[src/rtl/ttpt_pkg.sv]
// ----------------------------------------------------------------------------
// ttpt_pkg
// Shared types and constants for the tick/tock phase trim timer.
// ----------------------------------------------------------------------------
package ttpt_pkg;

  // Input item codes; code 7 is unused and ignored
  typedef enum logic [2:0] {
    KIND_ELAPSED     = 3'd0,
    KIND_START       = 3'd1,
    KIND_STOP        = 3'd2,
    KIND_TRIM_UP     = 3'd3,
    KIND_TRIM_DOWN   = 3'd4,
    KIND_TRIM_CLEAR  = 3'd5,
    KIND_PHASE_SHIFT = 3'd6
  } ttpt_kind_t;

  typedef enum logic {
    EV_TICK = 1'b0,
    EV_TOCK = 1'b1
  } ttpt_event_t;

  typedef struct packed {
    logic        event_kind;
    logic [30:0] next_period;
  } ttpt_result_t;

  localparam logic [15:0] INTERVAL_RESET = 16'd4000;
  localparam logic [30:0] PERIOD_MAX     = 31'h7FFF_FFFF;
  localparam logic [31:0] TRIM_MAX       = 32'h7FFF_FFFF;
  localparam logic [31:0] TRIM_MIN       = 32'h8000_0000;

endpackage

[src/rtl/ttpt_out_buf.sv]
// ----------------------------------------------------------------------------
// ttpt_out_buf
// Result register with a skid stage, so the input side never waits on a
// stalled output for more than the one item held in the skid.
// ----------------------------------------------------------------------------
module ttpt_out_buf (
  input  logic                  clk,
  input  logic                  rst,
  input  logic                  push,
  input  ttpt_pkg::ttpt_result_t push_data,
  output logic                  space,
  output logic                  out_valid,
  input  logic                  out_ready,
  output ttpt_pkg::ttpt_result_t out_data
);
  import ttpt_pkg::*;

  ttpt_result_t skid_data;
  logic         skid_valid;

  assign space = !skid_valid;

  always_ff @(posedge clk) begin
    if (rst) begin
      out_valid  <= 1'b0;
      skid_valid <= 1'b0;
    end else if (!out_valid || out_ready) begin
      if (skid_valid) begin
        out_valid  <= 1'b1;
        skid_valid <= 1'b0;
      end else begin
        out_valid <= push;
      end
    end else if (push) begin
      skid_valid <= 1'b1;
    end
  end

  always_ff @(posedge clk) begin
    if (!out_valid || out_ready) begin
      out_data <= skid_valid ? skid_data : push_data;
    end else if (push) begin
      skid_data <= push_data;
    end
  end

endmodule

[src/rtl/tick_tock_phase_trim_timer_core.sv]
// Results go into the output register; a one-entry skid stage absorbs an
// output stall. Throughput: one item per cycle while the skid stage is
// empty (in_ready high).
// Reset (rst, synchronous): timer stopped, tick phase, trim and pending shift
// cleared, interval 4000 us, output and skid stages empty.
// ----------------------------------------------------------------------------
// tick_tock_phase_trim_timer_core
// Half-period timer firing alternating tick and tock events, with frequency
// trim and a one-shot phase shift applied on tock halves.
// ----------------------------------------------------------------------------
module tick_tock_phase_trim_timer_core #(
  parameter int TICKS_PER_US = 5
) (
  input  logic        clk,
  input  logic        rst,
  input  logic        cfg_valid,
  output logic        cfg_ready,
  input  logic [15:0] cfg_data,
  input  logic        in_valid,
  output logic        in_ready,
  input  logic [2:0]  kind,
  input  logic signed [31:0] shift_value,
  output logic        out_valid,
  input  logic        out_ready,
  output logic        event_kind,
  output logic [30:0] next_period
);
  import ttpt_pkg::*;

  localparam int TW     = $clog2(TICKS_PER_US + 1);
  localparam int FULL_W = 16 + TW;

  logic [15:0]        interval_us;
  logic               running;
  logic               tick_phase;
  logic signed [31:0] pending_shift;
  logic signed [31:0] freq_trim;
  logic [30:0]        remaining;

  logic               running_next;
  logic               tick_phase_next;
  logic signed [31:0] pending_shift_next;
  logic signed [31:0] freq_trim_next;
  logic [30:0]        remaining_next;

  logic [FULL_W-1:0]  full;
  logic [FULL_W-1:0]  half;
  logic [FULL_W-1:0]  lim;
  logic signed [33:0] reload;
  logic [30:0]        period;
  logic [30:0]        start_period;
  logic signed [32:0] lim_s;
  logic signed [32:0] shift_c;
  logic signed [32:0] shift_scaled;
  logic               accept;
  logic               push;
  ttpt_result_t       push_data;
  ttpt_result_t       out_data;

  assign cfg_ready = 1'b1;
  assign accept    = in_valid && in_ready;

  assign full  = FULL_W'(interval_us) * FULL_W'(TICKS_PER_US);
  assign half  = full >> 1;
  assign lim   = full >> 2;
  assign lim_s = $signed(33'(lim));

  // Tock halves carry the pending phase shift on top of the trim
  assign reload = $signed(34'(half))
                + (tick_phase ? 34'sd0 : 34'(pending_shift))
                + 34'(freq_trim);

  always_comb begin
    if (reload < 34'sd1) begin
      period = 31'd1;
    end else if (reload > $signed({3'b000, PERIOD_MAX})) begin
      period = PERIOD_MAX;
    end else begin
      period = reload[30:0];
    end
  end

  assign start_period = (half == '0) ? 31'd1 : 31'(half);

  always_comb begin
    shift_c = 33'(shift_value);
    if (shift_c > lim_s) begin
      shift_c = lim_s;
    end
    if (shift_c < -lim_s) begin
      shift_c = -lim_s;
    end
  end

  // Bounded by interval*ticks*ticks/4, so never near the 32-bit limits
  assign shift_scaled = shift_c * $signed(33'(TICKS_PER_US));

  always_comb begin
    running_next       = running;
    tick_phase_next    = tick_phase;
    pending_shift_next = pending_shift;
    freq_trim_next     = freq_trim;
    remaining_next     = remaining;
    push               = 1'b0;
    push_data.event_kind  = tick_phase ? EV_TICK : EV_TOCK;
    push_data.next_period = period;
    if (accept) begin
      case (kind)
        KIND_ELAPSED: begin
          if (running) begin
            if (remaining > 31'd1) begin
              remaining_next = remaining - 31'd1;
            end else begin
              push            = 1'b1;
              remaining_next  = period;
              tick_phase_next = !tick_phase;
              if (!tick_phase) begin
                pending_shift_next = '0;
              end
            end
          end
        end
        KIND_START: begin
          if (!running) begin
            remaining_next  = start_period;
            tick_phase_next = 1'b1;
            running_next    = 1'b1;
          end
        end
        KIND_STOP: begin
          running_next = 1'b0;
        end
        KIND_TRIM_UP: begin
          if (freq_trim != $signed(TRIM_MAX)) begin
            freq_trim_next = freq_trim + 32'sd1;
          end
        end
        KIND_TRIM_DOWN: begin
          if (freq_trim != $signed(TRIM_MIN)) begin
            freq_trim_next = freq_trim - 32'sd1;
          end
        end
        KIND_TRIM_CLEAR: begin
          freq_trim_next = '0;
        end
        KIND_PHASE_SHIFT: begin
          pending_shift_next = shift_scaled[31:0];
        end
        default: begin
        end
      endcase
    end
  end

  always_ff @(posedge clk) begin
    if (rst) begin
      interval_us   <= INTERVAL_RESET;
      running       <= 1'b0;
      tick_phase    <= 1'b1;
      pending_shift <= '0;
      freq_trim     <= '0;
      remaining     <= '0;
    end else begin
      if (cfg_valid && cfg_ready) begin
        interval_us <= cfg_data;
      end
      running       <= running_next;
      tick_phase    <= tick_phase_next;
      pending_shift <= pending_shift_next;
      freq_trim     <= freq_trim_next;
      remaining     <= remaining_next;
    end
  end

  ttpt_out_buf u_out_buf (
    .clk       (clk),
    .rst       (rst),
    .push      (push),
    .push_data (push_data),
    .space     (in_ready),
    .out_valid (out_valid),
    .out_ready (out_ready),
    .out_data  (out_data)
  );

  assign event_kind  = out_data.event_kind;
  assign next_period = out_data.next_period;

endmodule

[config.mk]
export PLATFORM = sky130hd
export DESIGN_NAME = tick_tock_phase_trim_timer_core
export DESIGN_NICKNAME = d
export VERILOG_FILES = /design/src/rtl/ttpt_pkg.sv /design/src/rtl/ttpt_out_buf.sv /design/src/rtl/tick_tock_phase_trim_timer_core.sv
export SDC_FILE = /design/constraint.sdc
export NUM_CORES = 1
export LEC_CHECK = 0
export ABC_CLOCK_PERIOD_IN_PS = 14000
export BUFFER_PORTS_ARGS = -buffer_cell sky130_fd_sc_hd__clkbuf_2
export CORE_ASPECT_RATIO = 0.5
export CORE_MARGIN = 1.5
export CORE_UTILIZATION = 40
export CTS_BUF_LIST = sky130_fd_sc_hd__clkbuf_2 sky130_fd_sc_hd__clkbuf_4 sky130_fd_sc_hd__clkbuf_8
export DETAILED_ROUTE_END_ITERATION = 6
export SLEW_MARGIN = 40
export SYNTH_ARGS = -nofsm -noshare
export SYNTH_HDL_FRONTEND = slang
export SYNTH_SLANG_ARGS = --single-unit
[constraint.sdc]
create_clock -name clk -period 14 [get_ports clk]
set_input_delay 1.4 -clock clk [delete_from_list [all_inputs] [get_ports clk]]
set_output_delay 1.4 -clock clk [all_outputs]
set_load 0.05 [all_outputs]
# Word-level counts from Yosys, hierarchy flattened
# Cells that the tools add are included.
[totals]
latch_bits = 0
ff_bits = 179
wordCells = 87
n_memories = 0
inputBits = 56
rom_bits = 0
out_inout_bits = 35
mem_bits_rw = 0
[classes]
div = 0
reduce_logical = 18
shifts = 0
eq_ne = 14
n_bitwise = 1
n_lt_le_gt_ge = 5
muxes = 29
multipliers = 2
n_addsub = 6
[ops]
columns = ["cell", "count"]
rows = [
  ["$mux 32", 6],
  ["$mux 31", 5],
  ["$pmux 32 s3", 1],
  ["$mux 33", 2],
  ["$ne 32x32->1 const B", 2],
  ["$pmux 32 s2", 1],
  ["$pmux 31 s2", 1],
  ["$add 19x34->34", 1],
  ["$add 34x32->34", 1],
  ["$gt 34x32->1 const B", 1],
  ["$lt 34x2->1 const B", 1],
  ["$mux 34", 1],
  ["$lt 33x33->1", 1],
  ["$mul 33x4->32 const B", 1],
  ["$neg 17->33", 1],
  ["$add 32x2->32 const B", 1],
  ["$gt 32x18->1", 1],
  ["$sub 32x2->32 const B", 1],
  ["$gt 31x1->1 const B", 1],
  ["$sub 31x1->31 const B", 1],
  ["$logic_not 19->1", 1],
  ["$mul 16x3->19 const B", 1],
  ["$mux 18", 1],
  ["$ne 2x2->1 const B", 6],
  ["16 further kinds", 35],
]

# Depth between registers and ports, before layout
[logic_depth]
ltp_word = 9
mapped_depth = 52
ltp_nobuf = 48

# Hierarchy
# A second synthesis with hierarchy kept.
[unflattened]
hier_cells = 2128
area_unflattened_um2 = 17857.1
[modules_own_cells]
columns = ["module", "seq_area_each_um2", "area_per_inst_um2", "n_inst", "cells_each"]
rows = [
  ["tick_tock_phase_trim_timer_core", 2262.2, 15327.2, 1, 2019],
  ["ttpt_out_buf", 1961.9, 2529.9, 1, 109],
]

# Worst setup path after synthesis
# Ideal clock, no wire load.
[synth_path]
kind = "reg-to-reg"
start = "register interval_us[10]"
end = "register pending_shift[31]"
period_less_slack_ps = 9886
stages_incl_launch_ff = 51
setup_slack_ps = 4114
arrival_time_ps = 9763
setup_ps = 122
t_required_ps = 13878
path_buffers = 5
cell_sequence = "dfxtp_1 > ha_1 > ha_1 > clkbuf_1 > a21oi_1 > o21ai_0 > nor3_1 > a2111oi_2 > o21a_1 > nor2_1 > xnor2_1 > clkbuf_1 > inv_1 > ha_1 > nand2_1 > nor2_1 > nand2_1 > a2111o_1 > [... 15 more ...] > and2_1 > clkbuf_1 > o21ai_0 > ha_1 > ha_1 > inv_1 > fa_1 > nor2b_1 > o31ai_1 > a21oi_1 > o221ai_1 > a21oi_1 > a21o_1 > nand4_1 > a31oi_1 > xor2_1 > nor4b_1 > nand3b_1"
[synth_between]
elab_chain_len = 7
word_cells_on_any_way = 8
cone_classes = "add/sub: 1; mul: 2; order compare: 2; mux: 3"
[synth_rtl]
columns = ["item", "line", "text"]
rows = [
  ["start: declaration", "tick_tock_phase_trim_timer_core.sv:33", "logic [15:0] interval_us;"],
  ["start signal: assignment", "tick_tock_phase_trim_timer_core.sv:165", "interval_us <= cfg_data;"],
  ["$mul 16x3->19 *", "tick_tock_phase_trim_timer_core.sv:63", "assign full = FULL_W'(interval_us) * FULL_W'(TICKS_PER_US);"],
  ["$gt 32x18->1", "tick_tock_phase_trim_timer_core.sv:87", "if (shift_c > lim_s) begin"],
  ["$mux 33", "tick_tock_phase_trim_timer_core.sv:87", ""],
  ["$lt 33x33->1", "tick_tock_phase_trim_timer_core.sv:90", "if (shift_c < -lim_s) begin"],
  ["$mux 33 *", "tick_tock_phase_trim_timer_core.sv:90", ""],
  ["$mul 33x4->32 *", "tick_tock_phase_trim_timer_core.sv:96", "assign shift_scaled = shift_c * $signed(33'(TICKS_PER_US));"],
  ["$pmux 32 s2 *", "tick_tock_phase_trim_timer_core.sv:108", "case (kind)"],
  ["end signal: assignment", "tick_tock_phase_trim_timer_core.sv:169", "pending_shift <= pending_shift_next;"],
  ["end: declaration", "tick_tock_phase_trim_timer_core.sv:36", "logic signed [31:0] pending_shift;"],
]
# Every way passes the cells marked *; elsewhere a longest branch is shown, timed or not.
# A chain may end at the register's enable or synchronous reset.

# Worst setup path in the final report
[layout_path]
start = "register interval_us[12]"
end = "register pending_shift[31]"
# Same word-level chain as after synthesis.

==> flow_metrics.env <==
export IMPL_outcome="finished, final reports clean"
export IMPL_portBuffers=89
export IMPL_ys_flop_type="dfxtp_1"
export IMPL_cts_hold_buffers=0
export IMPL_core_area_um2=42040
export IMPL_maxCapViolations=0
export IMPL_hold_path_depth=2
export IMPL_synth_seq_area_share_pct=24.70
export IMPL_yosysWarnings=0
export IMPL_drc=0
export IMPL_routed_via_count=15480
export IMPL_boundaryPins=91
export IMPL_critPathLaunchType="flip-flop"
export IMPL_path_class="flip-flop to flip-flop"
export IMPL_internal_power_w=0.001142
export IMPL_p_sw_w=0.0009870
export IMPL_cts_tree="yes"
export IMPL_num_rows=53
export IMPL_fin_hold_ws_ns=0.4789
export IMPL_netlist_instances=2027
export IMPL_async_reset_ff_share_pct=0
export IMPL_fmax_mhz=87.98
export IMPL_fillerInstances=4218
export IMPL_min_period_ns=11.37
export IMPL_place_hpwl_um=40190
export IMPL_viasPerCell=5.798
export IMPL_n_antenna_cell=0
export IMPL_track_usage_pct=23.16
export IMPL_critPathRequiredTime_ns=14.42
export IMPL_fp_dieW_um=295.4
export IMPL_wl_per_cell_um=19.19
export IMPL_drive_gt1_share_pct=11.19
export IMPL_cts_buffers=17
export IMPL_clk_insertion_delay_late_ns=0.53
export IMPL_clock_sinks=179
export IMPL_grt_pass1_wl_um=80130
export IMPL_grt_setup_unrepaired="no"
export IMPL_start_util_pct=40.67
export IMPL_pre_cts_slack_ns=2.753
export IMPL_postCtsSetupBuffers=0
export IMPL_layout_common_cells="196 x ha_1, 176 x nor2_1, 140 x a21oi_1"
export IMPL_pwr_share_seq_pct=28.5
export IMPL_switching_share_pct=46.35
export IMPL_finalNonFillerCells=2669
export IMPL_grt_max_degree=55
export IMPL_final_nets=2353
export IMPL_dr_pass1_iters=5
export IMPL_grt_ovfl_total=0
export IMPL_syn_area_um2=17100
export IMPL_first_global_vias=14180
export IMPL_slowest_delay_ns=0.65
export IMPL_ir_worst_vdd_v=0.00008321
export IMPL_finalHoldViolCount=0
export IMPL_routed_wl_um=51230
export IMPL_slowest_stage="a2111oi_2"
export IMPL_finalSetupTns_ns=0
export IMPL_final_common_cell="ha_1"
export IMPL_post_place_cells=2637
export IMPL_tightest_slew_ns=0.8274
export IMPL_period_share_pct=81.19
export IMPL_clock_path_buffers=2
export IMPL_slew_violations=0
export IMPL_drt_iter0_markers=1430
export IMPL_clock_power_share_pct=20.4
export IMPL_slew_headroom_pct=44.25
export IMPL_cts_resized=0
export IMPL_synth_edf_count=64
export IMPL_rr_worst_depth=46
export IMPL_end_kind="flip-flop"
export IMPL_antenna_found_initial=0
export IMPL_synth_nets=2301
export IMPL_gp_congestion=0.9400
export IMPL_finalSetupViolCount=0
export IMPL_p_leak_nw=8.388
export IMPL_synth_cell_types=99
export IMPL_cpMostUsedCell="ha_1"
export IMPL_hp_class="flip-flop to flip-flop"
export IMPL_cp_arrival_ns=11.79
export IMPL_ant_nets=0
export IMPL_skew_ns=0.02017
export IMPL_cp_max_fo=31
export IMPL_htreeDepth=4
export IMPL_dieArea_um2=44080
export IMPL_power_density_nw_per_um2=114.5
export IMPL_die_h_um=149.2
export IMPL_cts_root_buf="clkbuf_8"
export IMPL_pwr_share_comb_pct=51.0
export IMPL_synth_seq_cells=179
export IMPL_syn_area_per_cell_um2=8.436
export IMPL_clk_pin_slew_ns=0.13
export IMPL_fin_ws_ns=2.633
export IMPL_syn2layout_area_growth_pct=8.707
==> metal layers <==
layer | routed length (um) | vias to the layer above | share of wire, % | GRT usage (%)
met5 | 0 | - | 0 | 0
li1 | - | 7585 | - | -
met2 | 21410 | 444 | 42 | 34.28
met1 | 25830 | 7399 | 50 | 34.92
met4 | 803 | 0 | 1.6 | 5.154
met3 | 3184 | 48 | 6.2 | 3.635
==> final timing paths <==
kind | startpoint | end | slack, ns
max reg2reg | interval_us[12] | pending_shift[31] | 2.63
max | interval_us[12] | pending_shift[31] | 2.63
min reg2reg | remaining[25] | remaining[25] | 0.48
min | remaining[25] | remaining[25] | 0.48
==> power by group through the flow <==
stage / registers (W) / logic [W] / clock network [W]
after floorplan: 0.000681 / 0.000749 / 0
after global placement: 0.000618 / 0.00106 / 0
after detailed placement: 0.000619 / 0.00107 / 0
after CTS: 0.000607 / 0.00107 / 0.000442
after global routing: 0.000612 / 0.00119 / 0.000461
final: 0.000608 / 0.00109 / 0.000435
==> per-stage QoR <==
stage	util [%]	area, um2	power (W)
2_1_floorplan	-	17100	0.001429
3_3_place_gp	43.00	18080	0.001681
3_5_place_dp	43.07	18110	0.001684
4_1_cts	44.19	18580	0.002121
5_1_grt	44.21	18590	0.002264
6_report	44.21	18590	0.002129
==> synth_stat cells, types with 13 or more instances <==
cell	number	area, um2
a21o_1	69	518.0
o21a_1	18	135.1
xnor2_1	102	893.4
nor3_1	52	260.3
and3_1	14	87.58
mux2_2	32	360.4
a22oi_1	37	277.8
a21oi_1	140	700.7
nand2_1	123	461.7
nand4_1	34	212.7
clkbuf_1	50	187.7
o211ai_1	18	135.1
edfxtp_1	64	1922
o21ai_0	93	465.5
nor4_1	31	193.9
dfxtp_1	115	2302
xor2_1	32	280.3
mux2i_1	37	370.4
a22o_1	13	113.9
ha_1	196	2452
and2_1	30	187.7
nand2b_1	20	125.1
nor2b_1	47	294.0
or3_1	16	100.1
nand3_1	48	240.2
inv_1	125	469.2
fa_1	22	440.4
nor2_1	181	679.4
a211oi_1	24	180.2
==> registers in the layout (all words and copies together), names as in the netlist <==
register / cells
freq_trim: 32
remaining: 31
pending_shift: 32
u_out_buf.out_data: 32
interval_us: 16
u_out_buf.skid_valid: 1
u_out_buf.out_valid: 1
tick_phase: 1
u_out_buf.skid_data: 32
running: 1
==> critical path, delay by kind of cell (launching register included) <==
| family | cells | cell delay, ns |
|---|---|---|
| compound gates | 20 | 5.16 |
| simple gates | 13 | 2.14 |
| fa+ha+maj | 7 | 2.13 |
| xor+xnor | 3 | 0.93 |
| buf+inv | 3 | 0.52 |
| flops | 1 | 0.39 |
==> cell type report <==
| cell class | instances | area, um2 | share of cell area [%] |
|---|---|---|---|
| repair buffers | 111 | 613.1 | 3.298 |
| flip-flops and latches | 179 | 4224 | 22.72 |
| clock buffers | 17 | 234.0 | 1.259 |
| well taps | 577 | 721.9 | 3.884 |
| multi-input cells | 1644 | 12080 | 65.01 |
| clock inverters | 15 | 239.0 | 1.286 |
| inverters | 126 | 473.0 | 2.544 |
==> kinds of logic after synthesis <==
logic type	after synthesis	synth area share [%]
buffers and inverters	204	4.990
AND/OR/NAND/NOR	652	19.21
XOR/XNOR	137	7.222
other	1	0.02193
AO/OA/AOI/OAI	565	22.52
flip-flops	179	24.70
multiplexers	70	4.354
adder cells (fa/ha/maj)	219	16.98
No activity file was read; power rests on OpenSTA's default activity.
